**src/ifd_pkg.sv**
```systemverilog
// Types and constants shared by the IMU frame deframer.
package ifd_pkg;

    localparam int FRAME_BYTES = 28;
    localparam int IDX_W       = $clog2(FRAME_BYTES);
    localparam int QTY_W       = 4;
    localparam int READING_W   = 33;

    localparam logic [7:0] SYNC_FIRST  = 8'h88;
    localparam logic [7:0] SYNC_SECOND = 8'hAF;

    localparam logic [QTY_W-1:0] Q_PRESSURE = 4'd12;

    typedef logic [7:0]                    byte_t;
    typedef logic [FRAME_BYTES-1:0][7:0]   frame_t;
    typedef logic [QTY_W-1:0]              quantity_t;
    typedef logic signed [READING_W-1:0]   reading_t;

    typedef struct packed {
        logic full;
        logic empty;
    } queue_status_t;

endpackage

```
**src/ifd_if.sv**
```systemverilog
// Stream interfaces for received bytes and decoded results.
interface ifd_byte_if;
    import ifd_pkg::*;

    logic  valid;
    logic  ready;
    byte_t rx_byte;

    modport source (output valid, output rx_byte, input ready);
    modport sink (input valid, input rx_byte, output ready);
endinterface

interface ifd_result_if;
    import ifd_pkg::*;

    logic      valid;
    logic      ready;
    quantity_t quantity;
    reading_t  reading;
    logic      last_of_frame;

    modport source (output valid, output quantity, output reading, output last_of_frame,
                    input ready);
    modport sink (input valid, input quantity, input reading, input last_of_frame,
                  output ready);
endinterface

```
**src/imu_frame_deframer.sv**
```systemverilog
// Top level of the IMU serial frame deframer.
//
// The deframer takes one received byte per transfer on rx, at up to one
// transfer per cycle. It hunts for 0x88, then waits for 0xAF (ignoring any
// other byte), takes the next byte as the payload length, stores the first
// 28 payload bytes and counts the rest, and treats the byte after the payload
// as the frame end whatever its value. Each frame end yields thirteen result
// transfers on res: quantities 0 to 11 carry signed big-endian 16-bit words
// from byte pairs of the store (accel, gyro and mag xyz, then roll and pitch
// in hundredths of a degree and yaw in tenths), and quantity 12 carries the
// unsigned little-endian 32-bit pressure with last_of_frame set. Bytes that a
// short frame does not write keep their previous values, zero after reset.
// At the frame end the parser copies the store into a two-entry frame
// queue, and the result stage then delivers one result per cycle while
// res is ready, from registers loaded from the oldest queued frame.
// The closing byte is held off only while both queue entries still hold
// frames that are being delivered, which happens when frames shorter than
// thirteen bytes arrive back to back or when the result side stalls.
module imu_frame_deframer (
    input  logic         clk,
    input  logic         rst_n,
    ifd_byte_if.sink     rx,
    ifd_result_if.source res
);
    import ifd_pkg::*;

    logic          push;
    logic          pop;
    frame_t        frame;
    frame_t        head;
    queue_status_t q_status;

    // Front end: parses bytes and snapshots the store at each frame end.
    ifd_parser u_parser (
        .clk      (clk),
        .rst_n    (rst_n),
        .rx       (rx),
        .q_status (q_status),
        .push     (push),
        .frame    (frame)
    );

    // Decouples the byte stream from result delivery.
    ifd_queue u_queue (
        .clk        (clk),
        .rst_n      (rst_n),
        .push       (push),
        .push_frame (frame),
        .pop        (pop),
        .head       (head),
        .status     (q_status)
    );

    // Back end: walks the thirteen quantities of the oldest queued frame.
    ifd_emitter u_emitter (
        .clk      (clk),
        .rst_n    (rst_n),
        .head     (head),
        .q_status (q_status),
        .pop      (pop),
        .res      (res)
    );

endmodule

```
**src/ifd_parser.sv**
```systemverilog
// Front end: sync hunt, length capture and payload store.
module ifd_parser (
    input  logic                  clk,
    input  logic                  rst_n,
    ifd_byte_if.sink              rx,
    input  ifd_pkg::queue_status_t q_status,
    output logic                  push,
    output ifd_pkg::frame_t       frame
);
    import ifd_pkg::*;

    typedef enum logic [1:0] {
        PH_IDLE,
        PH_SOF,
        PH_LEN,
        PH_DATA
    } phase_t;

    phase_t phase_reg, phase_next;
    byte_t  len_reg, len_next;
    byte_t  index_reg, index_next;
    frame_t store_reg, store_next;

    logic closing;
    logic accept;

    assign closing  = (phase_reg == PH_DATA) && (index_reg == len_reg);
    assign rx.ready = !(closing && q_status.full);
    assign accept   = rx.valid && rx.ready;
    assign push     = accept && closing;
    assign frame    = store_reg;

    always_comb
    begin
        phase_next = phase_reg;
        len_next   = len_reg;
        index_next = index_reg;
        store_next = store_reg;
        if (accept)
        begin
            case (phase_reg)
                PH_IDLE:
                begin
                    if (rx.rx_byte == SYNC_FIRST)
                        phase_next = PH_SOF;
                end
                PH_SOF:
                begin
                    if (rx.rx_byte == SYNC_SECOND)
                        phase_next = PH_LEN;
                end
                PH_LEN:
                begin
                    len_next   = rx.rx_byte;
                    index_next = '0;
                    phase_next = PH_DATA;
                end
                default:
                begin
                    if (closing)
                    begin
                        phase_next = PH_IDLE;
                    end
                    else
                    begin
                        // Bytes past the decoded region are counted only.
                        if (index_reg < 8'(FRAME_BYTES))
                            store_next[index_reg[IDX_W-1:0]] = rx.rx_byte;
                        index_next = index_reg + 8'd1;
                    end
                end
            endcase
        end
    end

    always_ff @(posedge clk or negedge rst_n)
    begin
        if (!rst_n)
        begin
            phase_reg <= PH_IDLE;
            len_reg   <= '0;
            index_reg <= '0;
            store_reg <= '0;
        end
        else
        begin
            phase_reg <= phase_next;
            len_reg   <= len_next;
            index_reg <= index_next;
            store_reg <= store_next;
        end
    end

endmodule

```
**src/ifd_queue.sv**
```systemverilog
// Two-entry queue of closed frame snapshots.
module ifd_queue (
    input  logic                   clk,
    input  logic                   rst_n,
    input  logic                   push,
    input  ifd_pkg::frame_t        push_frame,
    input  logic                   pop,
    output ifd_pkg::frame_t        head,
    output ifd_pkg::queue_status_t status
);
    import ifd_pkg::*;

    frame_t     mem_reg [2];
    logic       wr_ptr_reg, wr_ptr_next;
    logic       rd_ptr_reg, rd_ptr_next;
    logic [1:0] count_reg, count_next;

    assign head         = mem_reg[rd_ptr_reg];
    assign status.full  = (count_reg == 2'd2);
    assign status.empty = (count_reg == 2'd0);

    always_comb
    begin
        wr_ptr_next = push ? !wr_ptr_reg : wr_ptr_reg;
        rd_ptr_next = pop ? !rd_ptr_reg : rd_ptr_reg;
        count_next  = count_reg + {1'b0, push} - {1'b0, pop};
    end

    always_ff @(posedge clk or negedge rst_n)
    begin
        if (!rst_n)
        begin
            wr_ptr_reg <= 1'b0;
            rd_ptr_reg <= 1'b0;
            count_reg  <= '0;
        end
        else
        begin
            wr_ptr_reg <= wr_ptr_next;
            rd_ptr_reg <= rd_ptr_next;
            count_reg  <= count_next;
        end
    end

    always_ff @(posedge clk)
    begin
        if (push)
            mem_reg[wr_ptr_reg] <= push_frame;
    end

endmodule

```
**src/ifd_emitter.sv**
```systemverilog
// Back end: decodes the head frame into thirteen registered results.
module ifd_emitter (
    input  logic                   clk,
    input  logic                   rst_n,
    input  ifd_pkg::frame_t        head,
    input  ifd_pkg::queue_status_t q_status,
    output logic                   pop,
    ifd_result_if.source           res
);
    import ifd_pkg::*;

    quantity_t qty_reg, qty_next;
    logic      valid_reg, valid_next;
    quantity_t quantity_reg;
    reading_t  reading_reg, reading_next;
    logic      last_reg;

    logic     load;
    logic [15:0] word;

    assign load = !q_status.empty && (!valid_reg || res.ready);
    assign pop  = load && (qty_reg == Q_PRESSURE);

    // Sensor words are big-endian: even byte high, odd byte low.
    assign word = {head[{qty_reg, 1'b0}], head[{qty_reg, 1'b1}]};

    always_comb
    begin
        case (qty_reg)
            Q_PRESSURE:
                reading_next = {1'b0, head[27], head[26], head[25], head[24]};
            default:
                reading_next = {{(READING_W-16){word[15]}}, word};
        endcase
        qty_next   = load ? ((qty_reg == Q_PRESSURE) ? '0 : qty_reg + 4'd1) : qty_reg;
        valid_next = load ? 1'b1 : (res.ready ? 1'b0 : valid_reg);
    end

    always_ff @(posedge clk or negedge rst_n)
    begin
        if (!rst_n)
        begin
            qty_reg   <= '0;
            valid_reg <= 1'b0;
        end
        else
        begin
            qty_reg   <= qty_next;
            valid_reg <= valid_next;
        end
    end

    always_ff @(posedge clk)
    begin
        if (load)
        begin
            quantity_reg <= qty_reg;
            reading_reg  <= reading_next;
            last_reg     <= (qty_reg == Q_PRESSURE);
        end
    end

    assign res.valid         = valid_reg;
    assign res.quantity      = quantity_reg;
    assign res.reading       = reading_reg;
    assign res.last_of_frame = last_reg;

endmodule

```
**src/flat_wrapper.sv**
```systemverilog
// flat-port wrapper written by rule: the top's interface ports become plain ports
module imu_frame_deframer_flat import ifd_pkg::*;
  (clk, rst_n, rx_valid, rx_rx_byte, rx_ready, res_valid, res_quantity, res_reading, res_last_of_frame, res_ready);
  ifd_byte_if rx_i ();
  ifd_result_if res_i ();
  input  logic clk;
  input  logic rst_n;
  input wire logic [$bits(rx_i.valid)-1:0] rx_valid;
  input wire logic [$bits(rx_i.rx_byte)-1:0] rx_rx_byte;
  output wire logic [$bits(rx_i.ready)-1:0] rx_ready;
  output wire logic [$bits(res_i.valid)-1:0] res_valid;
  output wire logic [$bits(res_i.quantity)-1:0] res_quantity;
  output wire logic [$bits(res_i.reading)-1:0] res_reading;
  output wire logic [$bits(res_i.last_of_frame)-1:0] res_last_of_frame;
  input wire logic [$bits(res_i.ready)-1:0] res_ready;
  assign rx_i.valid = rx_valid;
  assign rx_i.rx_byte = rx_rx_byte;
  assign rx_ready = rx_i.ready;
  assign res_valid = res_i.valid;
  assign res_quantity = res_i.quantity;
  assign res_reading = res_i.reading;
  assign res_last_of_frame = res_i.last_of_frame;
  assign res_i.ready = res_ready;
  imu_frame_deframer u_core (.clk(clk), .rst_n(rst_n), .rx(rx_i), .res(res_i));
endmodule
```
**config.mk**
```make
export PLATFORM = sky130hd
export DESIGN_NAME = imu_frame_deframer_flat
export DESIGN_NICKNAME = d
export VERILOG_FILES = /design/src/ifd_pkg.sv /design/src/ifd_if.sv /design/src/imu_frame_deframer.sv /design/src/ifd_parser.sv /design/src/ifd_queue.sv /design/src/ifd_emitter.sv /design/src/flat_wrapper.sv
export SDC_FILE = /design/constraint.sdc
export NUM_CORES = 1
export LEC_CHECK = 0
export ABC_AREA = 0
export BUFFER_PORTS_ARGS = -buffer_cell sky130_fd_sc_hd__buf_4
export CORE_MARGIN = 5
export CORE_UTILIZATION = 50
export DETAILED_ROUTE_END_ITERATION = 12
export GPL_TIMING_DRIVEN = 1
export PLACE_DENSITY = 0.71
export REMOVE_ABC_BUFFERS = 1
export SETUP_SLACK_MARGIN = 0.15
export SLEW_MARGIN = 5
export SYNTH_ARGS = -nofsm -noshare
export SYNTH_HDL_FRONTEND = slang
export SYNTH_HIERARCHICAL = 1
export SYNTH_SLANG_ARGS = --single-unit
```
**constraint.sdc**
```tcl
create_clock -name clk -period 35.3 [get_ports clk]
set_input_delay 8.825 -clock clk [delete_from_list [all_inputs] [get_ports clk]]
set_output_delay 8.825 -clock clk [all_outputs]
set_load 0.02 [all_outputs]
```
==> run_results.csv, run 1 <==
group,metric,value,unit
hold_path,hold_depth,0,
yosys,yosys_most_used_dff,"edfxtp_1",
power_and_ir_drop,peakVddDrop,67.02,µV
timing,max_slew.worst_pin.slew,1.111,ns
yosys,syn_inst,1618,
yosys,synthTopCellsByArea,"edfxtp_1, dfrtp_1, mux2_2",
worst_setup_path,regToRegEndpoint,"u_core/u_queue/mem_reg[0][153]$_DFFE_PP_",
placed_design,io_buffers,51,
routing,drtPass1Iterations,5,
layout,largest_register_ff_count,448,
placed_design,gp_congestion,0.7962,
yosys,yosysWarnings,6,
worst_setup_path,r2r-start,"u_core/u_parser/index_reg[3]$_DFFE_PN0P_",
yosys,synth_edf_count,486,
yosys,synth_area_per_cell,18.81,µm²
routing,vias_per_cell,5.754,
die,die_x,256.7,µm
die,core_area,60360,µm²
die,initial_utilization,50.43,%
timing,period_share,31.88,%
cts,clock_latency,0.61,ns
die,rows,90,
layout,area_delta_synth_final,11.49,%
timing,finalCriticalPeriod,11.26,ns
routing,first_iter_violations,1043,
hold_path,hold_path.class,"register to register",
routing,wire_per_inst,24.12,µm
worst_setup_path,r2r_cells,7,
timing,hold_viol,0,
cts,cts_hold_buf,0,
layout,fin_cells,2516,
timing,rsz0062_at_grt,"false",
cts,clk_pin_slew,0.06,ns
die,die_height,256.7,µm
cts,post-cts-setup-buffers,0,
grt,grt_max_degree,169,
cts,numCtsBuffers,75,
hold_path,hold_end,"u_core/u_queue/mem_reg[0][6]$_DFFE_PP_",
routing,drc_errors,0,
timing,max_freq,88.85,MHz
run,drv_cap,0,
routing,ant_nets,0,
yosys,synthArstFlopShare,34.06,%
grt,grt_pass1_wl,93290,µm
layout,antennaDiodeCount,0,
worst_setup_path,crit_path_end_kind,"register",
worst_setup_path,start_kind,"input port",
cts,clock-root-buffer,"clkbuf_16",
layout,finish.net_count,1698,
timing,finalSetupTns,0,ns
yosys,synth_most_common_cell,"edfxtp_1",
grt,antenna_found_initial,2,
yosys,synth.top_cell.area_share,47.95,%
timing,finalSetupViolCount,0,
timing,drv_slew,0,
outcome,status,"complete, no violations",
worst_setup_path,path_max_fanout,168,
routing,vias,14480,
cts,htreeDepth,3,
timing,max_slew_margin,25.96,%
die,ios,52,
cts,cts_tree,"built",
power_and_ir_drop,p_per_area,73.90,nW/µm²
grt,grt_pass1_vias,15260,
worst_setup_path,worst-r2r-setup-slack,30.72,ns
hold_path,hold_start,"u_core/u_parser/frame[6]$_DFFE_PN0P_",
yosys,syn_area,30440,µm²
yosys,synth_seq_area_share,68.58,%
grt,grt_usage,18.38,%
cts,ctsResizeCount,0,
placed_design,dp_cells,2379,
yosys,synth_top_area_cell,"edfxtp_1",
grt,grt_overflow,0,
placed_design,dp_slack,23.51,ns
power_and_ir_drop,p_leak,0.01379,µW
worst_setup_path,path_class,"input port to register",
layout,drive_above_1_share,41.23,%
placed_design,dp_hpwl,33540,µm
routing,drt-total-wl,60690,µm
timing,finClkSkew,0.01725,ns
cts,cts.path.max_buffers,3,
timing,whs,0.4611,ns
worst_setup_path,arrival,11.47,ns
yosys,synth_common_cells,"edfxtp_1, mux2_2, dfrtp_1",
worst_setup_path,required,35.52,ns
yosys,ys_ff_latch,737,
cts,cts_sinks,737,
power_and_ir_drop,power,2508,µW
die,die_area,65910,µm²
yosys,synth.distinct_cells,65,
timing,fin_ws,24.04,ns
## cells by family (layout without fill, tap and decap cells)
| family | after synthesis | count (layout) | synth area share, % |
|---|---|---|---|
| adder cells (fa/ha/maj) | 12 | 12 | 0.4933 |
| AO/OA/AOI/OAI | 84 | 84 | 2.228 |
| XOR/XNOR | 11 | 11 | 0.3905 |
| AND/OR/NAND/NOR | 145 | 145 | 2.980 |
| buffers and inverters | 97 | 213 | 1.907 |
| multiplexers | 532 | 532 | 23.42 |
| flip-flops | 737 | 737 | 68.58 |
## cells in the final DEF (no fill, tap or decap), drive strengths merged, types with 3 or more instances in the layout
cell	synthesis	routed
mux2	472	472
a221o	4	4
o21ai	18	18
nor2	35	35
nor4	4	4
dfrtp	251	251
nand3	23	23
a31oi	5	5
nor3	3	3
o2bb2ai	4	4
o22ai	4	4
clkinv	2	20
bufinv	0	8
nor2b	6	6
inv	10	12
and2	4	4
or3	4	4
mux4	45	45
edfxtp	486	486
a21oi	10	10
clkbuf	28	107
o31ai	11	11
and3	3	3
mux2i	15	15
nand4	4	4
ha	12	12
a221oi	10	10
o311ai	4	4
xnor2	8	8
buf	57	64
nand2	40	40
nand2b	6	6
a22o	5	5
nand3b	4	4
or4	5	5
## metal layers
metal	vias to the layer above	track usage (%)	wire length [µm]
li1	6382	-	-
met1	7610	25.64	26190
met2	387	30.06	29890
met3	97	3.886	3311
met4	0	4.474	1304
met5	-	0	0
## cell type report
class / instances / area [µm²]
flip-flops and latches: 737 / 20890
multi-input cells: 784 / 8992
fillers: 4567 / 26420
clock buffers: 107 / 2140
well taps: 782 / 978.4
inverters: 12 / 45.04
repair buffers: 64 / 538.0
clock inverters: 30 / 356.6
## worst max-delay path by stage
stage                                             startpoint                                  endpoint  slack (ns)  cells past startpoint
floorplan                                           rx_valid    u_core/u_queue/mem_reg[0][0]$_DFFE_PP_       15.38                      3
finish                                              rx_valid  u_core/u_queue/mem_reg[0][153]$_DFFE_PP_       24.04                      6
global placement                                    rx_valid  u_core/u_queue/mem_reg[0][137]$_DFFE_PP_       23.56                      6
detailed placement                                  rx_valid  u_core/u_queue/mem_reg[0][153]$_DFFE_PP_       23.51                      6
CTS                 u_core/u_parser/index_reg[3]$_DFFE_PN0P_                                  rx_ready       24.04                      5
global route        u_core/u_parser/index_reg[3]$_DFFE_PN0P_                                  rx_ready       23.87                      5
## where the power goes
part	total [µW]	leakage (µW)	internal (µW)	switching, µW
registers	1070	0.00836	1010	55.6
clock network	798	0.00122	481	317
logic	643	0.00421	298	345
## critical path, stage by stage
cell,delay (ns)
buf_4,0.11
inv_1,0.06
nor3_1,0.59
nor2b_4,0.26
buf_4,0.63
buf_12,0.73
## through the flow
step | cell area [µm²] | util (%)
after floorplan | 29900 | -
after global placement | 31440 | 52.09
after detailed placement | 31440 | 52.09
after CTS | 33940 | 56.22
after global routing | 33940 | 56.22
final | 33940 | 56.22
Power figures use the tool's default switching activity.
==> inputs of run 2 (changes only) <==
clock period = 10.8 ns   (was 35.3 ns; I/O delays follow)
==> run 2 against run 1 <==
  * Clock-buffer cell count up 4
  * Global-route usage up 0.052 points
  * Hold slack better by 0.0019 ns
  * Clock skew up 0.0030 ns
  * Sequential share of layout area up 0.066 points
  * Die area unchanged
  * First-iteration DRC count up 12%
  * Wire length up 0.43%
  * Via count up 0.32%
  * Non-clock buffer count up 5
  * Register-to-register slack worse by 24 ns
  * Highest routed layer is now met5
==> run_results.csv, run 2 (same netlist as run 1, synthesis figures left out) <==
group,metric,value,unit
worst_setup_path,required,8.10,ns
routing,vias,14520,
worst_setup_path,path_cells,"xnor2_1 -> nand4_2 -> nor3_1 -> nand2_1 -> buf_4",
hold_path,hold_end,"u_core/u_queue/mem_reg[0][40]$_DFFE_PP_",
timing,max_freq,195.5,MHz
cts,clock_latency,0.60,ns
power_and_ir_drop,p_per_area,240.6,nW/µm²
die,initial_utilization,50.43,%
timing,drv_slew,0,
worst_setup_path,arrival,2.42,ns
die,core_area,60360,µm²
power_and_ir_drop,power,8154,µW
cts,numCtsBuffers,73,
hold_path,hold_start,"u_core/u_parser/frame[40]$_DFFE_PN0P_",
die,die_area,65910,µm²
power_and_ir_drop,peakVddDrop,215.9,µV
power_and_ir_drop,p_sw,2328,µW
routing,vias_per_cell,5.767,
layout,largest_register_ff_count,448,
routing,wire_per_inst,24.21,µm
hold_path,hold_path.class,"register to register",
layout,multi_input_area,8992,µm²
worst_setup_path,start_kind,"register",
timing,period_share,47.37,%
worst_setup_path,crit_path_end_kind,"output port",
worst_setup_path,worst-r2r-setup-slack,6.26,ns
cts,clk_pin_slew,0.06,ns
routing,first_iter_violations,1172,
power_and_ir_drop,pwr-share-seq,42.5,%
outcome,status,"complete, no violations",
layout,mostFrequentLayoutCells,"edfxtp_1, mux2_2, dfrtp_1",
layout,finish.net_count,1701,
cts,htreeDepth,3,
cts,ctsResizeCount,0,
routing,drt-total-wl,60950,µm
grt,grt_pass1_vias,15380,
worst_setup_path,path_class,"register to output port",
worst_setup_path,crit_path_top_delay_cell,"dfrtp_1",
die,ios,52,
timing,finalCriticalPeriod,5.116,ns
timing,max_slew_margin,24.87,%
layout,area_delta_synth_final,11.37,%
power_and_ir_drop,p_leak,0.01378,µW
die,rows,90,
timing,rsz0062_at_grt,"false",
cts,cts_hold_buf,0,
routing,ant_nets,0,
placed_design,dp_hpwl,34170,µm
timing,fin_ws,5.684,ns
timing,hold_viol,0,
grt,grt_pass1_wl,93760,µm
timing,finClkSkew,0.02027,ns
layout,drive_above_1_share,41.10,%
worst_setup_path,r2r-start,"u_core/u_parser/index_reg[3]$_DFFE_PN0P_",
worst_setup_path,regToRegEndpoint,"u_core/u_queue/mem_reg[0][3]$_DFFE_PP_",
cts,post-cts-setup-buffers,0,
grt,antenna_found_initial,4,
power_and_ir_drop,p_sw_share,28.55,%
worst_setup_path,path_max_fanout,12,
power_and_ir_drop,p_int,5826,µW
worst_setup_path,max_stage_delay,0.55,ns
hold_path,hold_depth,0,
layout,fillers,4506,
worst_setup_path,cp_num_buf_inv,1,
timing,max_slew.worst_pin.slew,1.125,ns
power_and_ir_drop,clkPwrFrac,31.5,%
power_and_ir_drop,combPwrFrac,26.0,%
die,die_x,256.7,µm
placed_design,gp_congestion,0.7795,
cts,cts.path.max_buffers,3,
grt,grt_max_degree,139,
run,drv_cap,0,
routing,drtPass1Iterations,7,
layout,final_common_cell,"edfxtp_1",
cts,clock-root-buffer,"clkbuf_16",
placed_design,dp_slack,5.130,ns
worst_setup_path,critPathTopFamily,"simple AND/OR/NAND/NOR gates",
placed_design,io_buffers,51,
worst_setup_path,r2r_cells,6,
cts,cts_sinks,737,
routing,drc_errors,0,
cts,cts_tree,"built",
grt,grt_overflow,0,
grt,grt_usage,18.43,%
layout,final-seq-area,20890,µm²
die,die_height,256.7,µm
timing,finalSetupViolCount,0,
==> run 2: per-stage QoR <==
step / setup TNS, ns / hold slack (ns) / util [%] / cells / instance area (µm²)
detailed placement: 0 / 0.4509 / 52.11 / 2384 / 31450
finish: 0 / 0.4630 / 56.16 / 2518 / 33900
floorplan: -671.57 / 0.4350 / - / 1533 / 29900
CTS: 0 / 0.4633 / 56.16 / 2517 / 33900
global placement: 0 / 0.4436 / 52.11 / 2384 / 31450
global route: 0 / 0.4697 / 56.16 / 2517 / 33900
==> run 2: worst max-delay path by stage <==
| stage | from | to | slack [ns] | depth (start not counted) |
|---|---|---|---|---|
| finish | u_core/u_parser/index_reg[3]$_DFFE_PN0P_ | rx_ready | 5.68 | 5 |
| detailed placement | rx_valid | u_core/u_queue/mem_reg[0][179]$_DFFE_PP_ | 5.13 | 5 |
| global route | u_core/u_parser/index_reg[3]$_DFFE_PN0P_ | rx_ready | 5.49 | 5 |
| global placement | rx_valid | u_core/u_queue/mem_reg[0][147]$_DFFE_PP_ | 5.23 | 5 |
| floorplan | rx_valid | u_core/u_queue/mem_reg[0][0]$_DFFE_PP_ | -3.00 | 3 |
| CTS | u_core/u_parser/index_reg[3]$_DFFE_PN0P_ | rx_ready | 5.64 | 5 |
==> run 2: per-layer routing <==
layer | vias up | GRT usage (%) | share of wire (%)
met5 | - | 0 | 0.021
met4 | 2 | 3.579 | 1.3
met3 | 69 | 3.758 | 6.4
met2 | 416 | 30.98 | 50
met1 | 7658 | 25.45 | 42
li1 | 6377 | - | -
==> run 2: power groups by stage <==
stage                     Sequential [µW]  Combinational, µW  Clock [µW]
after floorplan                      3780               1500           0
after global placement               3510               2100           0
after detailed placement             3520               2120           0
after CTS                            3470               2130        2620
after global routing                 3490               2240        2730
final                                3470               2120        2570
==> run 2: worst reg2reg max path: cells and delay by family (launching register included) <==
family                 cells  cell delay [ns]
XOR/XNOR                   1             0.31
buffers and inverters      1             0.89
flip-flops                 1             0.55
AND/OR/NAND/NOR            4             2.37
==> run 2: layout make-up <==
| cell class | instances | share of cell area, % |
|---|---|---|
| timing repair buffer | 69 | 1.624 |
| clock buffer | 111 | 6.363 |
| multi-input combinational | 784 | 26.53 |
| clock inverter | 22 | 0.8489 |
| sequential | 737 | 61.61 |
| antenna | 1 | 0.007382 |
| inverter | 12 | 0.1329 |
| tap | 782 | 2.886 |
